**src/hdl/esfpd_pkg.sv**
```systemverilog
// Shared types, constants and helpers of the encoder speed filter and PD controller.
`default_nettype none

package esfpd_pkg;

  localparam int unsigned DATA_W    = 32;
  localparam int unsigned FRAC_BITS = 16;
  localparam int unsigned A_W       = 33;
  localparam int unsigned G_W       = 52;
  localparam int unsigned C_W       = 36;
  localparam int unsigned PROD_W    = A_W + G_W + 1;
  localparam int unsigned CNT_W     = 6;
  localparam int unsigned CFG_IDX_W = 3;

  localparam logic [31:0] PI_Q30    = 32'd3373259426;
  localparam logic [19:0] US_PER_S  = 20'd1000000;
  localparam logic [19:0] TE_RESET  = 20'd10000;
  localparam logic [23:0] TAU_RESET = 24'd0;
  localparam logic [15:0] TPR_RESET = 16'd752;

  localparam logic [CFG_IDX_W-1:0] CFG_TE  = 3'd0;
  localparam logic [CFG_IDX_W-1:0] CFG_TAU = 3'd1;
  localparam logic [CFG_IDX_W-1:0] CFG_KP  = 3'd2;
  localparam logic [CFG_IDX_W-1:0] CFG_KD  = 3'd3;
  localparam logic [CFG_IDX_W-1:0] CFG_TPR = 3'd4;

  typedef enum logic [2:0] {
    OP_ANGLE, OP_SPEED, OP_FILT_NEW, OP_FILT_OLD, OP_PROP, OP_DERIV
  } op_e;

  typedef enum logic [1:0] {ST_IDLE, ST_ISSUE, ST_WAIT, ST_DELIVER} state_e;

  typedef enum logic [2:0] {SC_IDLE, SC_MUL, SC_ROUND, SC_CHECK, SC_DIV, SC_DONE} scl_phase_e;

  typedef struct packed {
    logic signed [31:0] right_count;
    logic signed [31:0] left_count;
    logic signed [31:0] speed_setpoint;
  } in_word_t;

  typedef struct packed {
    logic signed [31:0] drive_command;
    logic signed [31:0] filtered_speed;
  } out_word_t;

  typedef struct packed {
    logic                 valid;
    logic [CFG_IDX_W-1:0] index;
    logic [31:0]          data;
  } cfg_write_t;

  typedef struct packed {
    logic load_in;
    logic start;
    logic commit;
    logic deliver;
    op_e  op;
  } ctrl_cmd_t;

  typedef struct packed {
    logic done;
  } ctrl_sts_t;

  typedef struct packed {
    logic signed [A_W-1:0] a;
    logic [G_W-1:0]        g_mag;
    logic                  g_neg;
    logic [C_W-1:0]        c;
  } scl_req_t;

  // Saturate a 36-bit signed value to the 32-bit data range.
  function automatic logic signed [31:0] sat36(input logic signed [35:0] v);
    logic signed [31:0] r;
    if (v > 36'sh0_7FFF_FFFF) begin
      r = 32'sh7FFF_FFFF;
    end else if (v < -36'sh0_8000_0000) begin
      r = 32'sh8000_0000;
    end else begin
      r = v[31:0];
    end
    return r;
  endfunction

endpackage

`default_nettype wire

```
**src/hdl/esfpd_scale.sv**
```systemverilog
// Serial unit that computes round(a*g/c) with saturation to 32 bits.
`default_nettype none

module esfpd_scale (
  input  wire logic                clk_i,
  input  wire logic                rst_ni,
  input  wire logic                start_i,
  input  wire esfpd_pkg::scl_req_t req_i,
  output logic                     done_o,
  output logic signed [31:0]       result_o
);

  esfpd_pkg::scl_phase_e phase_q, phase_d;
  logic [esfpd_pkg::CNT_W-1:0] cnt_q, cnt_d;

  logic [esfpd_pkg::A_W-1:0]    a_q;
  logic [esfpd_pkg::G_W-1:0]    g_q;
  logic [esfpd_pkg::C_W-1:0]    c_q;
  logic                         neg_q;
  logic [esfpd_pkg::PROD_W-1:0] acc_q;
  logic                         ovf_q;
  logic [esfpd_pkg::C_W-1:0]    rem_q;
  logic [31:0]                  lo_q;

  logic [esfpd_pkg::A_W-1:0]    a_mag;
  logic [esfpd_pkg::PROD_W-1:0] mul_next;
  logic [esfpd_pkg::C_W:0]      rem_sh;
  logic [esfpd_pkg::C_W:0]      rem_sub;
  logic                         rem_ge;
  logic [31:0]                  lim;
  logic [31:0]                  mag;

  assign a_mag = req_i.a[esfpd_pkg::A_W-1] ? (esfpd_pkg::A_W'(0) - $unsigned(req_i.a))
                                           : $unsigned(req_i.a);

  // Multiply MSB first: shift the accumulator, add g when the multiplier bit is set.
  assign mul_next = {acc_q[esfpd_pkg::PROD_W-2:0], 1'b0}
                  + {{(esfpd_pkg::PROD_W - esfpd_pkg::G_W){1'b0}},
                     (a_q[esfpd_pkg::A_W-1] ? g_q : '0)};

  assign rem_sh  = {rem_q, lo_q[31]};
  assign rem_ge  = rem_sh >= {1'b0, c_q};
  assign rem_sub = rem_sh - {1'b0, c_q};

  always_comb begin
    phase_d = phase_q;
    cnt_d   = cnt_q;
    unique case (phase_q)
      esfpd_pkg::SC_IDLE: begin
        if (start_i) begin
          phase_d = esfpd_pkg::SC_MUL;
          cnt_d   = '0;
        end
      end
      esfpd_pkg::SC_MUL: begin
        cnt_d = cnt_q + 1'b1;
        if (cnt_q == esfpd_pkg::CNT_W'(esfpd_pkg::A_W - 1)) begin
          phase_d = esfpd_pkg::SC_ROUND;
        end
      end
      esfpd_pkg::SC_ROUND: phase_d = esfpd_pkg::SC_CHECK;
      esfpd_pkg::SC_CHECK: begin
        phase_d = esfpd_pkg::SC_DIV;
        cnt_d   = '0;
      end
      esfpd_pkg::SC_DIV: begin
        cnt_d = cnt_q + 1'b1;
        if (cnt_q == esfpd_pkg::CNT_W'(31)) begin
          phase_d = esfpd_pkg::SC_DONE;
        end
      end
      esfpd_pkg::SC_DONE: phase_d = esfpd_pkg::SC_IDLE;
      default: phase_d = esfpd_pkg::SC_IDLE;
    endcase
  end

  always_ff @(posedge clk_i or negedge rst_ni) begin
    if (!rst_ni) begin
      phase_q <= esfpd_pkg::SC_IDLE;
      cnt_q   <= '0;
    end else begin
      phase_q <= phase_d;
      cnt_q   <= cnt_d;
    end
  end

  always_ff @(posedge clk_i) begin
    case (phase_q)
      esfpd_pkg::SC_IDLE: begin
        if (start_i) begin
          a_q   <= a_mag;
          g_q   <= req_i.g_mag;
          c_q   <= req_i.c;
          neg_q <= req_i.a[esfpd_pkg::A_W-1] ^ req_i.g_neg;
          acc_q <= '0;
        end
      end
      esfpd_pkg::SC_MUL: begin
        acc_q <= mul_next;
        a_q   <= {a_q[esfpd_pkg::A_W-2:0], 1'b0};
      end
      esfpd_pkg::SC_ROUND: begin
        acc_q <= acc_q + {{(esfpd_pkg::PROD_W - esfpd_pkg::C_W){1'b0}}, c_q >> 1};
      end
      esfpd_pkg::SC_CHECK: begin
        // A quotient of 2^32 or more saturates whatever its sign.
        ovf_q <= acc_q[esfpd_pkg::PROD_W-1:32]
                 >= {{(esfpd_pkg::PROD_W - 32 - esfpd_pkg::C_W){1'b0}}, c_q};
        rem_q <= acc_q[esfpd_pkg::C_W+31:32];
        lo_q  <= acc_q[31:0];
      end
      esfpd_pkg::SC_DIV: begin
        rem_q <= rem_ge ? rem_sub[esfpd_pkg::C_W-1:0] : rem_sh[esfpd_pkg::C_W-1:0];
        lo_q  <= {lo_q[30:0], rem_ge};
      end
      default: ;
    endcase
  end

  assign lim      = neg_q ? 32'h8000_0000 : 32'h7FFF_FFFF;
  assign mag      = (ovf_q || (lo_q > lim)) ? lim : lo_q;
  assign result_o = neg_q ? $signed(32'd0 - mag) : $signed(mag);
  assign done_o   = phase_q == esfpd_pkg::SC_DONE;

endmodule

`default_nettype wire

```
**src/hdl/esfpd_datapath.sv**
```systemverilog
// Datapath: configuration, filter state, operand selection and the scale unit.
`default_nettype none

module esfpd_datapath (
  input  wire logic                  clk_i,
  input  wire logic                  rst_ni,
  input  wire esfpd_pkg::cfg_write_t cfg_i,
  input  wire esfpd_pkg::in_word_t   in_data_i,
  input  wire esfpd_pkg::ctrl_cmd_t  cmd_i,
  output esfpd_pkg::ctrl_sts_t       sts_o,
  output esfpd_pkg::out_word_t       out_data_o
);

  logic [19:0]        te_q;
  logic [23:0]        tau_q;
  logic signed [31:0] kp_q;
  logic signed [31:0] kd_q;
  logic [15:0]        tpr_q;
  logic [esfpd_pkg::G_W-1:0] kd_scaled_q;

  logic signed [31:0] last_angle_q;
  logic signed [31:0] last_wf_q;
  logic signed [31:0] last_err_q;

  logic signed [esfpd_pkg::A_W-1:0] sum_q;
  logic signed [31:0] sp_q, theta_q, w_q, t1_q, wf_q, err_q, p_q, cmd_q;
  esfpd_pkg::out_word_t out_q;

  logic [31:0] kp_mag, kd_mag;
  logic [19:0] te_eff;
  logic [15:0] tpr_eff;
  logic [24:0] te_tau;
  esfpd_pkg::scl_req_t req;
  logic               scl_done;
  logic signed [31:0] r;
  logic signed [31:0] wf_calc, err_calc, cmd_calc;

  assign kp_mag  = kp_q[31] ? (32'd0 - $unsigned(kp_q)) : $unsigned(kp_q);
  assign kd_mag  = kd_q[31] ? (32'd0 - $unsigned(kd_q)) : $unsigned(kd_q);
  assign te_eff  = (te_q == 20'd0) ? 20'd1 : te_q;
  assign tpr_eff = (tpr_q == 16'd0) ? 16'd1 : tpr_q;
  assign te_tau  = {5'd0, te_eff} + {1'b0, tau_q};

  always_ff @(posedge clk_i or negedge rst_ni) begin
    if (!rst_ni) begin
      te_q  <= esfpd_pkg::TE_RESET;
      tau_q <= esfpd_pkg::TAU_RESET;
      kp_q  <= '0;
      kd_q  <= '0;
      tpr_q <= esfpd_pkg::TPR_RESET;
    end else if (cfg_i.valid) begin
      unique case (cfg_i.index)
        esfpd_pkg::CFG_TE:  te_q  <= cfg_i.data[19:0];
        esfpd_pkg::CFG_TAU: tau_q <= cfg_i.data[23:0];
        esfpd_pkg::CFG_KP:  kp_q  <= $signed(cfg_i.data);
        esfpd_pkg::CFG_KD:  kd_q  <= $signed(cfg_i.data);
        esfpd_pkg::CFG_TPR: tpr_q <= cfg_i.data[15:0];
        default: ;
      endcase
    end
  end

  // |Kd| times one million, refreshed every cycle; the user must keep configuration static while busy (unenforced).
  always_ff @(posedge clk_i) begin
    kd_scaled_q <= kd_mag * esfpd_pkg::US_PER_S;
  end

  always_comb begin
    req = '0;
    unique case (cmd_i.op)
      esfpd_pkg::OP_ANGLE: begin
        req.a     = sum_q;
        req.g_mag = {20'd0, esfpd_pkg::PI_Q30};
        req.c     = {6'd0, tpr_eff, 14'd0};
      end
      esfpd_pkg::OP_SPEED: begin
        req.a     = 33'(theta_q) - 33'(last_angle_q);
        req.g_mag = {32'd0, esfpd_pkg::US_PER_S};
        req.c     = {16'd0, te_eff};
      end
      esfpd_pkg::OP_FILT_NEW: begin
        req.a     = 33'(w_q);
        req.g_mag = {32'd0, te_eff};
        req.c     = {11'd0, te_tau};
      end
      esfpd_pkg::OP_FILT_OLD: begin
        req.a     = 33'(last_wf_q);
        req.g_mag = {28'd0, tau_q};
        req.c     = {11'd0, te_tau};
      end
      esfpd_pkg::OP_PROP: begin
        req.a     = 33'(err_q);
        req.g_mag = {20'd0, kp_mag};
        req.g_neg = kp_q[31];
        req.c     = {19'd0, 1'b1, 16'd0};
      end
      esfpd_pkg::OP_DERIV: begin
        req.a     = 33'(err_q) - 33'(last_err_q);
        req.g_mag = kd_scaled_q;
        req.g_neg = kd_q[31];
        req.c     = {te_eff, 16'd0};
      end
      default: req = '0;
    endcase
  end

  esfpd_scale u_scale (
    .clk_i    (clk_i),
    .rst_ni   (rst_ni),
    .start_i  (cmd_i.start),
    .req_i    (req),
    .done_o   (scl_done),
    .result_o (r)
  );

  assign wf_calc  = esfpd_pkg::sat36(36'(t1_q) + 36'(r));
  assign err_calc = esfpd_pkg::sat36(36'(sp_q) - 36'(wf_calc));
  assign cmd_calc = esfpd_pkg::sat36(-36'(p_q) - 36'(r));

  always_ff @(posedge clk_i or negedge rst_ni) begin
    if (!rst_ni) begin
      last_angle_q <= '0;
      last_wf_q    <= '0;
      last_err_q   <= '0;
    end else if (cmd_i.commit) begin
      case (cmd_i.op)
        esfpd_pkg::OP_SPEED:    last_angle_q <= theta_q;
        esfpd_pkg::OP_FILT_OLD: last_wf_q    <= wf_calc;
        esfpd_pkg::OP_DERIV:    last_err_q   <= err_q;
        default: ;
      endcase
    end
  end

  always_ff @(posedge clk_i) begin
    if (cmd_i.load_in) begin
      sum_q <= 33'(in_data_i.right_count) + 33'(in_data_i.left_count);
      sp_q  <= in_data_i.speed_setpoint;
    end
    if (cmd_i.commit) begin
      case (cmd_i.op)
        esfpd_pkg::OP_ANGLE:    theta_q <= r;
        esfpd_pkg::OP_SPEED:    w_q     <= r;
        esfpd_pkg::OP_FILT_NEW: t1_q    <= r;
        esfpd_pkg::OP_FILT_OLD: begin
          wf_q  <= wf_calc;
          err_q <= err_calc;
        end
        esfpd_pkg::OP_PROP:     p_q     <= r;
        esfpd_pkg::OP_DERIV:    cmd_q   <= cmd_calc;
        default: ;
      endcase
    end
    if (cmd_i.deliver) begin
      out_q.drive_command  <= cmd_q;
      out_q.filtered_speed <= wf_q;
    end
  end

  assign sts_o.done = scl_done;
  assign out_data_o = out_q;

endmodule

`default_nettype wire

```
**src/hdl/esfpd_ctrl.sv**
```systemverilog
// Controller: sequences the six scale operations of one word and the output handoff.
`default_nettype none

module esfpd_ctrl (
  input  wire logic                 clk_i,
  input  wire logic                 rst_ni,
  input  wire logic                 in_valid_i,
  output logic                      in_ready_o,
  output logic                      out_valid_o,
  input  wire logic                 out_ready_i,
  input  wire esfpd_pkg::ctrl_sts_t sts_i,
  output esfpd_pkg::ctrl_cmd_t      cmd_o
);

  esfpd_pkg::state_e state_q, state_d;
  esfpd_pkg::op_e    step_q, step_d;
  logic              out_valid_q, out_valid_d;
  logic              in_fire;

  assign in_ready_o  = state_q == esfpd_pkg::ST_IDLE;
  assign in_fire     = in_valid_i && in_ready_o;
  assign out_valid_o = out_valid_q;

  always_comb begin
    state_d       = state_q;
    step_d        = step_q;
    out_valid_d   = out_valid_q && !out_ready_i;
    cmd_o         = '0;
    cmd_o.op      = step_q;
    unique case (state_q)
      esfpd_pkg::ST_IDLE: begin
        if (in_valid_i) begin
          cmd_o.load_in = 1'b1;
          step_d        = esfpd_pkg::OP_ANGLE;
          state_d       = esfpd_pkg::ST_ISSUE;
        end
      end
      esfpd_pkg::ST_ISSUE: begin
        cmd_o.start = 1'b1;
        state_d     = esfpd_pkg::ST_WAIT;
      end
      esfpd_pkg::ST_WAIT: begin
        if (sts_i.done) begin
          cmd_o.commit = 1'b1;
          state_d      = esfpd_pkg::ST_ISSUE;
          unique case (step_q)
            esfpd_pkg::OP_ANGLE:    step_d = esfpd_pkg::OP_SPEED;
            esfpd_pkg::OP_SPEED:    step_d = esfpd_pkg::OP_FILT_NEW;
            esfpd_pkg::OP_FILT_NEW: step_d = esfpd_pkg::OP_FILT_OLD;
            esfpd_pkg::OP_FILT_OLD: step_d = esfpd_pkg::OP_PROP;
            esfpd_pkg::OP_PROP:     step_d = esfpd_pkg::OP_DERIV;
            esfpd_pkg::OP_DERIV:    state_d = esfpd_pkg::ST_DELIVER;
            default:                state_d = esfpd_pkg::ST_IDLE;
          endcase
        end
      end
      esfpd_pkg::ST_DELIVER: begin
        // The output register takes the word once the previous one is gone.
        if (!out_valid_q || out_ready_i) begin
          cmd_o.deliver = 1'b1;
          out_valid_d   = 1'b1;
          state_d       = esfpd_pkg::ST_IDLE;
        end
      end
      default: state_d = esfpd_pkg::ST_IDLE;
    endcase
  end

  always_ff @(posedge clk_i or negedge rst_ni) begin
    if (!rst_ni) begin
      state_q     <= esfpd_pkg::ST_IDLE;
      step_q      <= esfpd_pkg::OP_ANGLE;
      out_valid_q <= 1'b0;
    end else begin
      state_q     <= state_d;
      step_q      <= step_d;
      out_valid_q <= out_valid_d;
    end
  end

  a_done_only_waiting: assert property (@(posedge clk_i) disable iff (!rst_ni)
    sts_i.done |-> state_q == esfpd_pkg::ST_WAIT)
    else $error("scale unit finished outside the wait state");

  a_accept_starts_angle: assert property (@(posedge clk_i) disable iff (!rst_ni)
    in_fire |=> (state_q == esfpd_pkg::ST_ISSUE && step_q == esfpd_pkg::OP_ANGLE))
    else $error("accepted word did not start with the angle step");

  a_deliver_holds: assert property (@(posedge clk_i) disable iff (!rst_ni)
    (state_q == esfpd_pkg::ST_DELIVER && out_valid_q && !out_ready_i)
    |=> state_q == esfpd_pkg::ST_DELIVER)
    else $error("result overwrote a word still waiting at the output");

  a_commit_needs_done: assert property (@(posedge clk_i) disable iff (!rst_ni)
    cmd_o.commit |-> sts_i.done)
    else $error("commit without a finished scale result");

endmodule

`default_nettype wire

```
**src/hdl/encoder_speed_filter_pd_core.sv**
```systemverilog
// Top level of the encoder speed filter and PD speed controller.
//
// Input channel (in_valid_i/in_ready_o/in_data_i): one word per sample period with
// both wheel counts and the speed setpoint. Output channel (out_valid_o/out_ready_i/
// out_data_o): one word per input with the PD drive command and the filtered speed.
// Configuration channel (cfg_valid_i/cfg_ready_o): register index and data; always
// ready. The user must see that it is written only while no word is in flight; the
// block leaves that unenforced. Indexes past the list are ignored. Each word runs
// six scale operations on one shared serial unit: an issue cycle, a shift-add
// multiply, a round step, a range check, a restoring divide and a done cycle. The
// next word can be accepted in the cycle after the handoff to the output register,
// and no new word is taken while one is still in flight.
// The output register holds a finished word while the receiver stalls; the next
// input is still accepted and computed, and only its handoff waits for the output.
// Reset loads the default configuration and clears the filter and error history.
`default_nettype none

module encoder_speed_filter_pd_core (
  input  wire logic                                  clk_i,
  input  wire logic                                  rst_ni,
  input  wire logic                                  in_valid_i,
  output logic                                       in_ready_o,
  input  wire esfpd_pkg::in_word_t                   in_data_i,
  output logic                                       out_valid_o,
  input  wire logic                                  out_ready_i,
  output esfpd_pkg::out_word_t                       out_data_o,
  input  wire logic                                  cfg_valid_i,
  output logic                                       cfg_ready_o,
  input  wire logic [esfpd_pkg::CFG_IDX_W-1:0]       cfg_index_i,
  input  wire logic [31:0]                           cfg_data_i
);

  esfpd_pkg::ctrl_cmd_t  cmd;
  esfpd_pkg::ctrl_sts_t  sts;
  esfpd_pkg::cfg_write_t cfg;

  assign cfg_ready_o = 1'b1;
  assign cfg.valid   = cfg_valid_i;
  assign cfg.index   = cfg_index_i;
  assign cfg.data    = cfg_data_i;

  esfpd_ctrl u_ctrl (
    .clk_i       (clk_i),
    .rst_ni      (rst_ni),
    .in_valid_i  (in_valid_i),
    .in_ready_o  (in_ready_o),
    .out_valid_o (out_valid_o),
    .out_ready_i (out_ready_i),
    .sts_i       (sts),
    .cmd_o       (cmd)
  );

  esfpd_datapath u_datapath (
    .clk_i      (clk_i),
    .rst_ni     (rst_ni),
    .cfg_i      (cfg),
    .in_data_i  (in_data_i),
    .cmd_i      (cmd),
    .sts_o      (sts),
    .out_data_o (out_data_o)
  );

endmodule

`default_nettype wire
```
**config.mk**
```make
export PLATFORM = sky130hd
export DESIGN_NAME = encoder_speed_filter_pd_core
export DESIGN_NICKNAME = d
export VERILOG_FILES = /design/src/hdl/esfpd_pkg.sv /design/src/hdl/esfpd_scale.sv /design/src/hdl/esfpd_datapath.sv /design/src/hdl/esfpd_ctrl.sv /design/src/hdl/encoder_speed_filter_pd_core.sv
export SDC_FILE = /design/constraint.sdc
export NUM_CORES = 2
export LEC_CHECK = 0
export ABC_AREA = 1
export BUFFER_PORTS_ARGS = -buffer_cell sky130_fd_sc_hd__buf_2
export CAP_MARGIN = 0
export CELL_PAD_IN_SITES_DETAIL_PLACEMENT = 2
export CELL_PAD_IN_SITES_GLOBAL_PLACEMENT = 2
export CORE_MARGIN = 2
export CORE_UTILIZATION = 39
export DETAILED_ROUTE_END_ITERATION = 16
export PLACE_DENSITY = 0.87
export SLEW_MARGIN = 20
export SYNTH_ARGS = -nofsm -noshare
export SYNTH_HDL_FRONTEND = slang
export SYNTH_SLANG_ARGS = --single-unit
```
**constraint.sdc**
```tcl
create_clock -name clk_i -period 10.7 [get_ports clk_i]
set_input_delay 2.14 -clock clk_i [delete_from_list [all_inputs] [get_ports clk_i]]
set_output_delay 2.14 -clock clk_i [all_outputs]
set_load 0.01 [all_outputs]
```
==> flow_metrics.tcl <==
set metrics [dict create \
    antenna_violations_before_repair 20 \
    detail-route-antenna-nets 0 \
    outcome "complete, no violations" \
    synth_cell_types 68 \
    die_area_um2 179000 \
    timing.critical_path.slowest_stage_cell "edfxtp_1" \
    routed_wl_mm 313 \
    ys.flop_type "edfxtp_1" \
    synth-async-reset-ratio_pct 25.8 \
    finalCritPeriodShare_pct 93.1 \
    syn-instance-count 8650 \
    place.gp.congestion 0.971 \
    layout-drive-gt1-share_pct 7.11 \
    cts_setup_buffers 0 \
    layout_nets 9717 \
    sink_count 911 \
    cts_stage_hold_buffer_count 0 \
    final.setup_skew_ns 0.0714 \
    row_count 153 \
    path_category_of_the_worst_min_delay_check "reg2reg" \
    maxSlewViolCount 0 \
    root_buffer "clkbuf_16" \
    cp-startpoint "u_datapath.u_scale.neg_q" \
    post_synth_most_frequent_cells "nand2_1 (1959), inv_1 (1308), o21ai_0 (752), nor2_1 (662), a21oi_1 (653)" \
    worst_r2r_endpoint "u_datapath.err_q[17]" \
    slowest_delay_ns 0.45 \
    ioPinCount 203 \
    flow.area_growth_from_synthesis_pct 11.6 \
    worst_slew_pin_slew_ns 1.28 \
    yosys.cell_count.top_type "nand2_1" \
    crit_path_start_kind "register" \
    grt_usage_pct 34.0 \
    number_of_cts_inserted_buffers 111 \
    min_period_ns 9.96 \
    start_util_pct 39.3 \
    yosysTopAreaCellShare_pct 27.6 \
    timing.critical_path.required_ns 11.20 \
    dpl.cell_count 11100 \
    post_detailed_route_drc_marker_count 0 \
    timing.max_slew.rel_slack_pct 14.4 \
    fin_util_pct 43.9 \
    fp.coreArea_um2 174000 \
    tritoncts "yes" \
    fmax_ghz 0.100 \
    rsz0062_at_grt "no" \
    routedWlPerCell_um 27.7 \
    width_of_the_chip_um 423 \
    clk_latency_ns 0.80 \
    grt_pass1_wl_mm 464 \
    clk_path_buf_depth 3 \
    timing.final.setup_violations 0 \
    synthesis.yosys.warnings 0 \
    postSynthNetCount 9519 \
    vias 66100 \
    setup.worst_path.end "u_datapath.err_q[17]" \
    synth.ff_latch_count 911 \
    criticalPathCategory "reg2reg" \
    clk_transition_reported_paths_ns 0.07 \
    final-instance-count-excl-fill 11300 \
    crit-reg2reg-launch "u_datapath.u_scale.neg_q" \
    netlist_top_cells_area "edfxtp_1 (28%), ha_1 (11%), nand2_1 (11%)" \
    reg2reg_setup_slack_ns 0.74 \
    cap_viol_max_count 0 \
    grt_remaining_overflow 0 \
    endpoint_kind "register" \
    path_max_fanout 73 \
    first_global_vias 71300 \
    grt_max_degree 97 \
    synth-edff-count 630 \
    drt_first_pass_iters 5 \
    rr_worst_depth 59 \
    syn_area_um2 68500 \
    floorplan.die.height_um 423 \
    port-buffer-count 201 \
    yosysSeqAreaShare_pct 37.6 \
    post_synth.cell_area_avg_um2 7.92 \
    cp_data_arrival_time_ns 10.46 \
    dp_hpwl_mm 244 \
    drt_iter0_drc 5504 \
    viasPerCell 5.86 \
    final_hold_viol_count 0 \
    fill_cells 19800 \
    max_h_tree_level 3 \
    yosysTopAreaCell "edfxtp_1" \
    cpMostUsedCell "nand2_1" \
]
-- worst min-delay path by stage --
stage	from	endpoint	cells after the start
5_1_grt	u_datapath.cmd_q[14]	u_datapath.out_data_o[46]	0
4_1_cts	u_datapath.cmd_q[27]	u_datapath.out_data_o[59]	0
3_3_place_gp	u_datapath.cmd_q[24]	u_datapath.out_data_o[56]	0
6_report	u_datapath.cmd_q[5]	u_datapath.out_data_o[37]	0
2_1_floorplan	u_datapath.wf_q[0]	u_datapath.out_data_o[0]	0
3_5_place_dp	u_datapath.cmd_q[27]	u_datapath.out_data_o[59]	0
-- kinds of logic (layout without fill, tap and decap cells) --
logic type | count (synthesis) | after routing | synth area share [%]
buffers and inverters | 1519 | 1812 | 8.47
DFF | 911 | 911 | 37.6
other | 1 | 7 | 0.00547
xor gates and xnor gates | 275 | 275 | 3.51
and+or+nand+nor | 3408 | 3409 | 20.9
adders and majority gates | 733 | 733 | 15.0
AOI/OAI and AO/OA | 1803 | 1803 | 14.6
-- what timing repair did --
action                                  in CTS  in global routing
gates resized for setup                      3                 18
endpoints found under the setup margin      31                 31
hold endpoints to repair                     0                  0
gates cloned                                 0                  1
pin swaps                                    0                  1
-- flip-flops by register name (all words and copies together) (netlist names), 33 cells and up --
signal	cells
u_datapath.out_data_o	64
u_datapath.kd_scaled_q	46
u_datapath.u_scale.rem_q	36
u_datapath.u_scale.a_q	33
u_datapath.u_scale.g_q	52
u_datapath.sum_q	33
u_datapath.u_scale.c_q	36
u_datapath.u_scale.acc_q	86
-- cells in the final DEF, fill, tap and decap left out, drive strengths merged, types with 174 or more instances in the layout --
| cell | instances |
|---|---|
| dfrtp | 225 |
| inv | 1326 |
| nor2 | 672 |
| ha | 588 |
| o21ai | 758 |
| nand2 | 2005 |
| a21oi | 655 |
| edfxtp | 630 |
| nand3 | 370 |
| buf | 278 |
| xor2 | 174 |
-- layer usage --
| metal | vias up | part of all wire, % | wire length, um | track usage (%) |
|---|---|---|---|---|
| met2 | 2336 | 46 | 145000 | 55.8 |
| met5 | - | 0.044 | 138 | 0 |
| met4 | 22 | 4.1 | 12700 | 12.3 |
| met1 | 33800 | 43 | 135000 | 45.9 |
| met3 | 626 | 6.4 | 20100 | 4.53 |
| li1 | 29300 | - | - | - |
-- cell type report --
| type | count | area, um^2 | share of cell area (%) |
|---|---|---|---|
| antenna | 6 | 15.0 | 0.0196 |
| clock buffer | 141 | 3070 | 4.01 |
| clock inverter | 68 | 921 | 1.20 |
| inverter | 1324 | 4980 | 6.51 |
| multi-input combinational | 6221 | 37200 | 48.6 |
| sequential | 911 | 25700 | 33.6 |
| tap | 2325 | 2910 | 3.80 |
| timing repair buffer | 279 | 1670 | 2.18 |
-- stage by stage --
step / TNS (ns) / setup slack (ns) / instance area (um^2) / hold slack (ns)
finish: 0 / 0.736 / 76500 / 0.414
global route: 0 / 0.0186 / 76500 / 0.428
CTS: 0 / 0.144 / 76300 / 0.418
detailed placement: -8.17 / -0.348 / 72300 / 0.405
global placement: 0 / 0.641 / 72300 / 0.403
floorplan: 0 / 2.03 / 68500 / 0.400
-- critical path, delay by kind of cell (launching register included) --
| family | cells | cell delay (ns) |
|---|---|---|
| flops | 1 | 0.45 |
| compound gates | 13 | 2.63 |
| fa+ha+maj | 4 | 1.25 |
| buf+inv | 6 | 1.03 |
| simple gates | 36 | 4.21 |
Power is left out: the tool's default activity adds up to more than one toggle a clock period on the data nets, which glitch-free logic cannot reach.
